$ cat config.mk
export PLATFORM = sky130hd
export DESIGN_NAME = greedy_change_maker
export DESIGN_NICKNAME = d
export VERILOG_FILES = /design/src/hdl/gcm_pkg.sv /design/src/hdl/gcm_denom_ram.sv /design/src/hdl/gcm_divider.sv /design/src/hdl/greedy_change_maker.sv
export SDC_FILE = /design/constraint.sdc
export NUM_CORES = 1
export LEC_CHECK = 0
export ABC_AREA = 1
export BUFFER_PORTS_ARGS = -buffer_cell sky130_fd_sc_hd__buf_2
export CORE_MARGIN = 8
export CORE_UTILIZATION = 55
export DETAILED_ROUTE_END_ITERATION = 16
export PLACE_DENSITY = 0.75
export SETUP_SLACK_MARGIN = 0.05
export SYNTH_ARGS = -nofsm -noshare
export SYNTH_HDL_FRONTEND = slang
export SYNTH_SLANG_ARGS = --single-unit
$ cat constraint.sdc
create_clock -name clk_i -period 9.4 [get_ports clk_i]
set_clock_uncertainty 0.1 [all_clocks]
set_input_delay 0 -clock clk_i [delete_from_list [all_inputs] [get_ports clk_i]]
set_output_delay 0 -clock clk_i [all_outputs]
set_load 0.005 [all_outputs]
$ cat src/hdl/gcm_pkg.sv
package gcm_pkg;

  // Table geometry and datapath width.
  localparam int MAX_DENOMS = 8;
  localparam int DATA_W     = 32;
  localparam int CNT_W      = $clog2(MAX_DENOMS + 1);
  localparam int IDX_W      = (MAX_DENOMS > 1) ? $clog2(MAX_DENOMS) : 1;

  // Restoring divider produces one quotient bit per cycle.
  localparam int DIV_STEPS  = DATA_W;
  localparam int STEP_W     = $clog2(DIV_STEPS);

  // Operation codes carried by an item.
  typedef enum logic [1:0] {
    KIND_CLEAR    = 2'd0,
    KIND_LOAD     = 2'd1,
    KIND_WITHDRAW = 2'd2
  } kind_e;

  // Write port of the denomination memory.
  typedef struct packed {
    logic              en;
    logic [IDX_W-1:0]  addr;
    logic [DATA_W-1:0] data;
  } ram_wr_t;

endpackage

$ cat src/hdl/gcm_denom_ram.sv
module gcm_denom_ram import gcm_pkg::*; (
  input  logic              clk_i,
  input  ram_wr_t           wr_i,
  input  logic [IDX_W-1:0]  rd_addr_i,
  output logic [DATA_W-1:0] rd_data_o
);

  logic [DATA_W-1:0] mem_q [MAX_DENOMS];
  logic [DATA_W-1:0] rd_data_q;

  // One write port and one registered read port.
  always_ff @(posedge clk_i) begin
    if (wr_i.en) begin
      mem_q[wr_i.addr] <= wr_i.data;
    end
    rd_data_q <= mem_q[rd_addr_i];
  end

  assign rd_data_o = rd_data_q;

endmodule

$ cat src/hdl/gcm_divider.sv
module gcm_divider import gcm_pkg::*; (
  input  logic              clk_i,
  input  logic              rst_ni,
  input  logic              start_i,
  input  logic [DATA_W-1:0] dividend_i,
  input  logic [DATA_W-1:0] divisor_i,
  output logic              done_o,
  output logic [DATA_W-1:0] quotient_o,
  output logic [DATA_W-1:0] remainder_o
);

  logic              run_q;
  logic              done_q;
  logic [STEP_W-1:0] step_q;
  logic [DATA_W-1:0] rem_q;
  logic [DATA_W-1:0] quo_q;
  logic [DATA_W-1:0] divisor_q;

  logic [DATA_W:0]   shifted;
  logic [DATA_W+1:0] diff;
  logic              fits;

  // Shift in the next dividend bit and try to subtract the divisor.
  always_comb begin
    shifted = {rem_q, quo_q[DATA_W-1]};
    diff    = {1'b0, shifted} - {2'b00, divisor_q};
    fits    = ~diff[DATA_W+1];
  end

  // Control of the iteration count and the done pulse.
  always_ff @(posedge clk_i or negedge rst_ni) begin
    if (!rst_ni) begin
      run_q  <= 1'b0;
      done_q <= 1'b0;
      step_q <= '0;
    end else begin
      done_q <= 1'b0;
      if (start_i) begin
        run_q  <= 1'b1;
        step_q <= '0;
      end else if (run_q) begin
        step_q <= step_q + 1'b1;
        if (step_q == STEP_W'(DIV_STEPS - 1)) begin
          run_q  <= 1'b0;
          done_q <= 1'b1;
        end
      end
    end
  end

  // Partial remainder and quotient registers.
  always_ff @(posedge clk_i) begin
    if (start_i) begin
      rem_q     <= '0;
      quo_q     <= dividend_i;
      divisor_q <= divisor_i;
    end else if (run_q) begin
      rem_q <= fits ? diff[DATA_W-1:0] : shifted[DATA_W-1:0];
      quo_q <= {quo_q[DATA_W-2:0], fits};
    end
  end

  assign done_o      = done_q;
  assign quotient_o  = quo_q;
  assign remainder_o = rem_q;

endmodule

$ cat src/hdl/greedy_change_maker.sv
// A clear empties the table and leaves the block idle. A load reads each table entry
// from the tail and moves smaller ones down; an empty table takes the load at once.
// A withdraw gives one result per table entry (one for an empty table), each after a
// memory read, plus a run of the one-bit-per-cycle divider if the amount covers it.
// Results cannot be stalled; the strobe is high for one cycle per result.
// Reset empties the table at once; memory contents stay undefined and are never read.
module greedy_change_maker import gcm_pkg::*; (
  input  logic              clk_i,
  input  logic              rst_ni,
  input  logic              start,
  output logic              busy,
  input  logic [1:0]        kind_i,
  input  logic [DATA_W-1:0] value_i,
  output logic              result_valid_o,
  output logic [DATA_W-1:0] note_value_o,
  output logic [DATA_W-1:0] note_count_o,
  output logic [DATA_W-1:0] left_over_o,
  output logic              last_o
);

  typedef enum logic [2:0] {
    ST_IDLE,
    ST_INS_RD,
    ST_INS_CMP,
    ST_INS_HEAD,
    ST_WD_RD,
    ST_WD_CHK,
    ST_WD_DIV
  } state_e;

  state_e            state_q;
  logic [CNT_W-1:0]  count_q;
  logic [IDX_W-1:0]  k_q;
  logic [IDX_W-1:0]  i_q;
  logic [DATA_W-1:0] ins_val_q;
  logic [DATA_W-1:0] amount_q;
  logic [DATA_W-1:0] denom_q;

  logic              valid_q;
  logic [DATA_W-1:0] note_value_q;
  logic [DATA_W-1:0] note_count_q;
  logic [DATA_W-1:0] left_over_q;
  logic              last_q;

  ram_wr_t           ram_wr;
  logic [IDX_W-1:0]  rd_addr;
  logic [DATA_W-1:0] rd_data;

  logic              div_start;
  logic              div_done;
  logic [DATA_W-1:0] div_quo;
  logic [DATA_W-1:0] div_rem;

  logic              accept;
  logic              load_ok;
  logic [CNT_W-1:0]  cnt_m1;
  logic              last_hit;

  gcm_denom_ram u_ram (
    .clk_i     (clk_i),
    .wr_i      (ram_wr),
    .rd_addr_i (rd_addr),
    .rd_data_o (rd_data)
  );

  gcm_divider u_div (
    .clk_i       (clk_i),
    .rst_ni      (rst_ni),
    .start_i     (div_start),
    .dividend_i  (amount_q),
    .divisor_i   (rd_data),
    .done_o      (div_done),
    .quotient_o  (div_quo),
    .remainder_o (div_rem)
  );

  // Decode of the incoming item and of the table walk position.
  always_comb begin
    accept   = start && (state_q == ST_IDLE);
    load_ok  = (value_i != '0) && (count_q < CNT_W'(MAX_DENOMS));
    cnt_m1   = count_q - 1'b1;
    last_hit = (CNT_W'(i_q) == cnt_m1);
  end

  // Memory addressing: the insert walks down from the tail, the withdraw walks up.
  always_comb begin
    ram_wr    = '0;
    rd_addr   = (state_q == ST_INS_RD) ? k_q : i_q;
    div_start = (state_q == ST_WD_CHK) && (amount_q >= rd_data);
    case (state_q)
      ST_IDLE: begin
        if (accept && (kind_i == KIND_LOAD) && load_ok && (count_q == '0)) begin
          ram_wr = '{en: 1'b1, addr: '0, data: value_i};
        end
      end
      ST_INS_CMP: begin
        // A smaller entry moves one place down; otherwise the new value lands below it.
        ram_wr.en   = 1'b1;
        ram_wr.addr = k_q + 1'b1;
        ram_wr.data = (rd_data < ins_val_q) ? rd_data : ins_val_q;
      end
      ST_INS_HEAD: begin
        ram_wr = '{en: 1'b1, addr: '0, data: ins_val_q};
      end
      default: ;
    endcase
  end

  // Sequencer with the registered result outputs.
  always_ff @(posedge clk_i or negedge rst_ni) begin
    if (!rst_ni) begin
      state_q      <= ST_IDLE;
      count_q      <= '0;
      k_q          <= '0;
      i_q          <= '0;
      ins_val_q    <= '0;
      amount_q     <= '0;
      denom_q      <= '0;
      valid_q      <= 1'b0;
      note_value_q <= '0;
      note_count_q <= '0;
      left_over_q  <= '0;
      last_q       <= 1'b0;
    end else begin
      valid_q <= 1'b0;
      case (state_q)
        ST_IDLE: begin
          if (accept) begin
            case (kind_i)
              KIND_CLEAR: begin
                count_q <= '0;
              end
              KIND_LOAD: begin
                if (load_ok) begin
                  ins_val_q <= value_i;
                  if (count_q == '0) begin
                    count_q <= count_q + 1'b1;
                  end else begin
                    k_q     <= cnt_m1[IDX_W-1:0];
                    state_q <= ST_INS_RD;
                  end
                end
              end
              KIND_WITHDRAW: begin
                if (count_q == '0) begin
                  // Empty table: report the whole amount as unpaid.
                  valid_q      <= 1'b1;
                  note_value_q <= '0;
                  note_count_q <= '0;
                  left_over_q  <= value_i;
                  last_q       <= 1'b1;
                end else begin
                  amount_q <= value_i;
                  i_q      <= '0;
                  state_q  <= ST_WD_RD;
                end
              end
              default: ;
            endcase
          end
        end
        ST_INS_RD: begin
          state_q <= ST_INS_CMP;
        end
        ST_INS_CMP: begin
          if (rd_data < ins_val_q) begin
            if (k_q == '0) begin
              state_q <= ST_INS_HEAD;
            end else begin
              k_q     <= k_q - 1'b1;
              state_q <= ST_INS_RD;
            end
          end else begin
            count_q <= count_q + 1'b1;
            state_q <= ST_IDLE;
          end
        end
        ST_INS_HEAD: begin
          count_q <= count_q + 1'b1;
          state_q <= ST_IDLE;
        end
        ST_WD_RD: begin
          state_q <= ST_WD_CHK;
        end
        ST_WD_CHK: begin
          denom_q <= rd_data;
          if (amount_q >= rd_data) begin
            state_q <= ST_WD_DIV;
          end else begin
            // Amount below this denomination: nothing paid, amount carries on.
            valid_q      <= 1'b1;
            note_value_q <= rd_data;
            note_count_q <= '0;
            left_over_q  <= amount_q;
            last_q       <= last_hit;
            if (last_hit) begin
              state_q <= ST_IDLE;
            end else begin
              i_q     <= i_q + 1'b1;
              state_q <= ST_WD_RD;
            end
          end
        end
        ST_WD_DIV: begin
          if (div_done) begin
            valid_q      <= 1'b1;
            note_value_q <= denom_q;
            note_count_q <= div_quo;
            left_over_q  <= div_rem;
            last_q       <= last_hit;
            amount_q     <= div_rem;
            if (last_hit) begin
              state_q <= ST_IDLE;
            end else begin
              i_q     <= i_q + 1'b1;
              state_q <= ST_WD_RD;
            end
          end
        end
        default: begin
          state_q <= ST_IDLE;
        end
      endcase
    end
  end

  assign busy           = (state_q != ST_IDLE);
  assign result_valid_o = valid_q;
  assign note_value_o   = note_value_q;
  assign note_count_o   = note_count_q;
  assign left_over_o    = left_over_q;
  assign last_o         = last_q;

endmodule

==> flow_summary_export.csv <==
group,metric,value,unit
outcome,status,"complete, no violations",
timing,fmax,0.2503,GHz
global_route,track_usage,0.2830,
floorplan,dieArea,0.06070,sq mm
clocking,cts_tree,"done",
place,port_buffers,135,
worst_hold_path,whs_path_depth,4,
logic_synthesis,netlist_top_cells_area,"edfxtp_1 33%, dfrtp_1 18%, nand2_1 11%",
worst_setup_path,crit_type,"register to register",
route,vias,24132,
clocking,cts_resized,0,
worst_setup_path,ff2ff_path_depth,12,
worst_setup_path,crit_path_top_delay_cell,"dfxtp_1",
timing,rsz0062_at_grt,"no",
logic_synthesis,ys_warn_count,0,
worst_hold_path,hp-class,"primary input to register",
worst_setup_path,critPathLaunchType,"register",
clocking,clockBufferDepth,3,
timing,finalCritPeriodShare,0.4250,
clocking,htree_levels,2,
worst_hold_path,min_to,"ins_val_q[5]$_DFFE_PN0P_",
timing,finalHoldViolations,0,
worst_setup_path,cpPeakStageDelay,0.61,ns
clocking,clk_latency,0.65,ns
clocking,cts_root_buffer,"clkbuf_16",
power,powerDensity,162.7,mW/mm^2
route,viasPerCell,5.846,
timing,drv_slew,0,
layout,fillerInstances,4364,
place,placed_area,0.03045,sq mm
route,antenna_left,0,
floorplan,rows,84,
worst_setup_path,reg2reg_slack,5.41,ns
layout,largest_reg_flops,256,
layout,multi_input_area,0.01093,sq mm
layout,fin_area,0.03298,sq mm
logic_synthesis,synthDistinctLibCells,40,
timing,timing.setup.tns,0,ns
timing,finalSetupViolCount,0,
timing,maxSlewHeadroom,0.1859,
worst_setup_path,cpMostUsedCell,"inv_1",
worst_setup_path,r2r-start,"u_ram.rd_data_o[26]$_DFF_P_",
route,drt_iter0_drc,2789,
logic_synthesis,syn_inst,3281,
clocking,cts.clk_slew.worst_paths,0.06,ns
layout,area_delta_synth_final,12.97,%
logic_synthesis,syn_area_per_cell,8.897,sq um
route,drcViolationCount,0,
layout,register_area,0.01625,sq mm
job,drv_cap,0,
worst_setup_path,critical_path_arrival,4.17,ns
logic_synthesis,seq_area_frac_synth,0.5565,
global_route,grt_pass1_wl,134000,um
layout,drive_above_1_share,0.09625,
route,wl,87780,um
floorplan,die_h,246.4,um
clocking,clock-sinks,598,
logic_synthesis,yosysTopAreaCell,"edfxtp_1",
clocking,cts_made_buffers,61,
floorplan,start_util,0.5555,
floorplan,ioPinCount,136,
power,leakagePower,14.22,nW
logic_synthesis,syn_area,0.02919,sq mm
worst_setup_path,critPathCaptureType,"register",
worst_setup_path,reg2reg_to,"u_div.divisor_q[26]$_DFFE_PP_",
global_route,grt_max_degree,99,
layout,largest_register,"u_ram.mem_q",
floorplan,die_x,246.4,um
logic_synthesis,syn-num-nets,3422,
place,dp_hpwl,60160,um
place,gp_congestion,1.012,
timing,fin_crit,3.995,ns
worst_setup_path,path_cells,"inv_1 -> ha_1 -> nand2_1 -> inv_1 -> nand4_1 -> nor2_1 -> nand4_1 -> nand3_1 -> nand2_4 -> buf_4 -> inv_1 -> buf_4",
logic_synthesis,synth_seq_cells,598,
route,wl_per_cell,21.26,um
global_route,antenna_found_initial,2,
power,peakVddDrop,0.1521,mV
worst_setup_path,path_max_fanout,79,
global_route,overflow,0,
logic_synthesis,synth_top_area_share,0.3292,
global_route,grt_pass1_vias,22558,
worst_hold_path,min_from,"value_i[5]",
timing,worst_pin_slew,1.221,ns
layout,nNetsFinal,3528,
worst_setup_path,crit_required,9.57,ns
route,dr.pass1.iters,6,
floorplan,core,0.05255,sq mm
==> worst max-delay path: cells and delay by family, from the launching register on <==
kind	cells	cell delay, ns
fa+ha+maj	1	0.28
flops	1	0.61
simple gates	6	1.23
buf+inv	5	1.31
==> worst max path at each step <==
stage / slack, ns / startpoint / cells after the start / end
2_1_floorplan: 6.12 / state_q[2]$_DFFE_PN0P_ / 7 / u_ram.mem_q[1][0]$_DFFE_PP_
3_3_place_gp: 5.48 / u_ram.rd_data_o[27]$_DFF_P_ / 12 / u_div.divisor_q[29]$_DFFE_PP_
3_5_place_dp: 5.50 / u_ram.rd_data_o[26]$_DFF_P_ / 12 / u_div.divisor_q[29]$_DFFE_PP_
4_1_cts: 5.41 / u_ram.rd_data_o[26]$_DFF_P_ / 12 / u_div.divisor_q[27]$_DFFE_PP_
5_1_grt: 5.15 / u_ram.rd_data_o[26]$_DFF_P_ / 12 / u_div.divisor_q[26]$_DFFE_PP_
6_report: 5.41 / u_ram.rd_data_o[26]$_DFF_P_ / 12 / u_div.divisor_q[26]$_DFFE_PP_
==> power by group <==
part,switching (mW),internal [mW],total [mW],leakage [nW]
combinational,0.0451,0.0197,0.0648,8.12
clock,1.06,1.51,2.56,1.04
sequential,0,2.74,2.74,5.06
total,1.10,4.26,5.36,14.2
==> through the flow <==
step           setup WS [ns]  power [mW]  hold WS, ns  std cells    util
2_1_floorplan          6.116       2.798      -0.3956       3281       -
3_3_place_gp           5.476       2.839     -0.07018       3972  0.5794
3_5_place_dp           5.497       2.840     -0.07529       3972  0.5794
4_1_cts                5.413       5.386       0.1567       4127  0.6275
5_1_grt                5.152       5.492       0.2148       4127  0.6275
6_report               5.405       5.365       0.1942       4128  0.6275
==> metal layers <==
layer  global-route usage  routed length [um]  vias to the layer above
met5                    0                  13                        -
met4               0.1082                3376                        2
met2               0.4379               39580                     1218
li1                     -                   -                    11181
met3              0.03953                7684                      173
met1               0.4031               37120                    11558
==> cell usage after synthesis <==
cell type / count
clkbuf_1: 115
o21ai_0: 290
xor2_1: 10
buf_4: 4
and2_1: 7
nor2_2: 3
nand3b_1: 9
ha_1: 103
nand3_1: 148
o21bai_1: 1
and3_1: 2
dfrtp_1: 214
o21a_1: 3
o211ai_2: 1
inv_2: 10
nor3_1: 17
o2111ai_1: 1
nand4_1: 135
xnor2_1: 15
a21o_1: 3
or2_1: 7
nand3_2: 1
buf_1: 13
mux2_2: 32
o221ai_1: 32
and2_0: 1
nor4_1: 2
buf_2: 33
nor2_1: 286
a21oi_1: 100
o21ai_1: 23
nand2_1: 825
inv_1: 383
nor3_2: 1
o211ai_1: 1
edfxtp_1: 320
o22ai_1: 64
nand4_2: 1
fa_1: 1
dfxtp_1: 64
==> placed cells by master, fill, tap and decap left out, types with 5 or more instances in the layout <==
cell           Yosys  final
bufinv_16          0      9
inv_2             10     10
xor2_1            10     10
inv_1            383    383
or2_1              7      7
nand4_1          135    135
clkbuf_16          0     61
o21ai_1           23     21
clkinv_2           0     14
dfrtp_1          214    214
clkbuf_8           0      8
o21ai_0          290    290
mux2_2            32     32
dfxtp_1           64     64
nor3_1            17     17
ha_1             103    103
o22ai_1           64     64
nand2_1          825    821
and2_1             7      7
edfxtp_1         320    320
buf_4              4     33
clkbuf_1         115     13
xnor2_1           15     15
clkinv_1           0      5
nand3b_1           9      9
dlygate4sd3_1      0     39
o221ai_1          32     32
nand3_1          148    147
buf_2             33    134
nor2_4             0      8
a21oi_1          100    100
nor2_1           286    277
==> what timing repair did <==
item | 4_1_cts | 5_1_grt
setup buffers | 0 | 0
hold endpoints to repair | 439 | 0
hold buffers | 40 | 0
==> cell families (layout without fill, tap and decap cells) <==
logic type,Yosys count,after routing,share of synthesized area
AOI/OAI and AO/OA,519,519,0.09691
xor gates and xnor gates,25,25,0.007501
adders and majority gates,104,104,0.04483
buffers and inverters,558,716,0.07368
DFF,598,598,0.5565
muxes,32,32,0.01234
other,0,1,0
and+or+nand+nor,1445,1445,0.2082
==> area by class of cell <==
cell class	instances	area share
Clock buffer	82	0.05111
Antenna cell	1	0.00007588
Inverter	393	0.04473
Multi-Input combinational cell	2125	0.3315
Tap cell	688	0.02610
Timing Repair Buffer	208	0.04098
Clock inverter	33	0.01282
Sequential cell	598	0.4926
No activity file was read; power rests on OpenSTA's default activity.
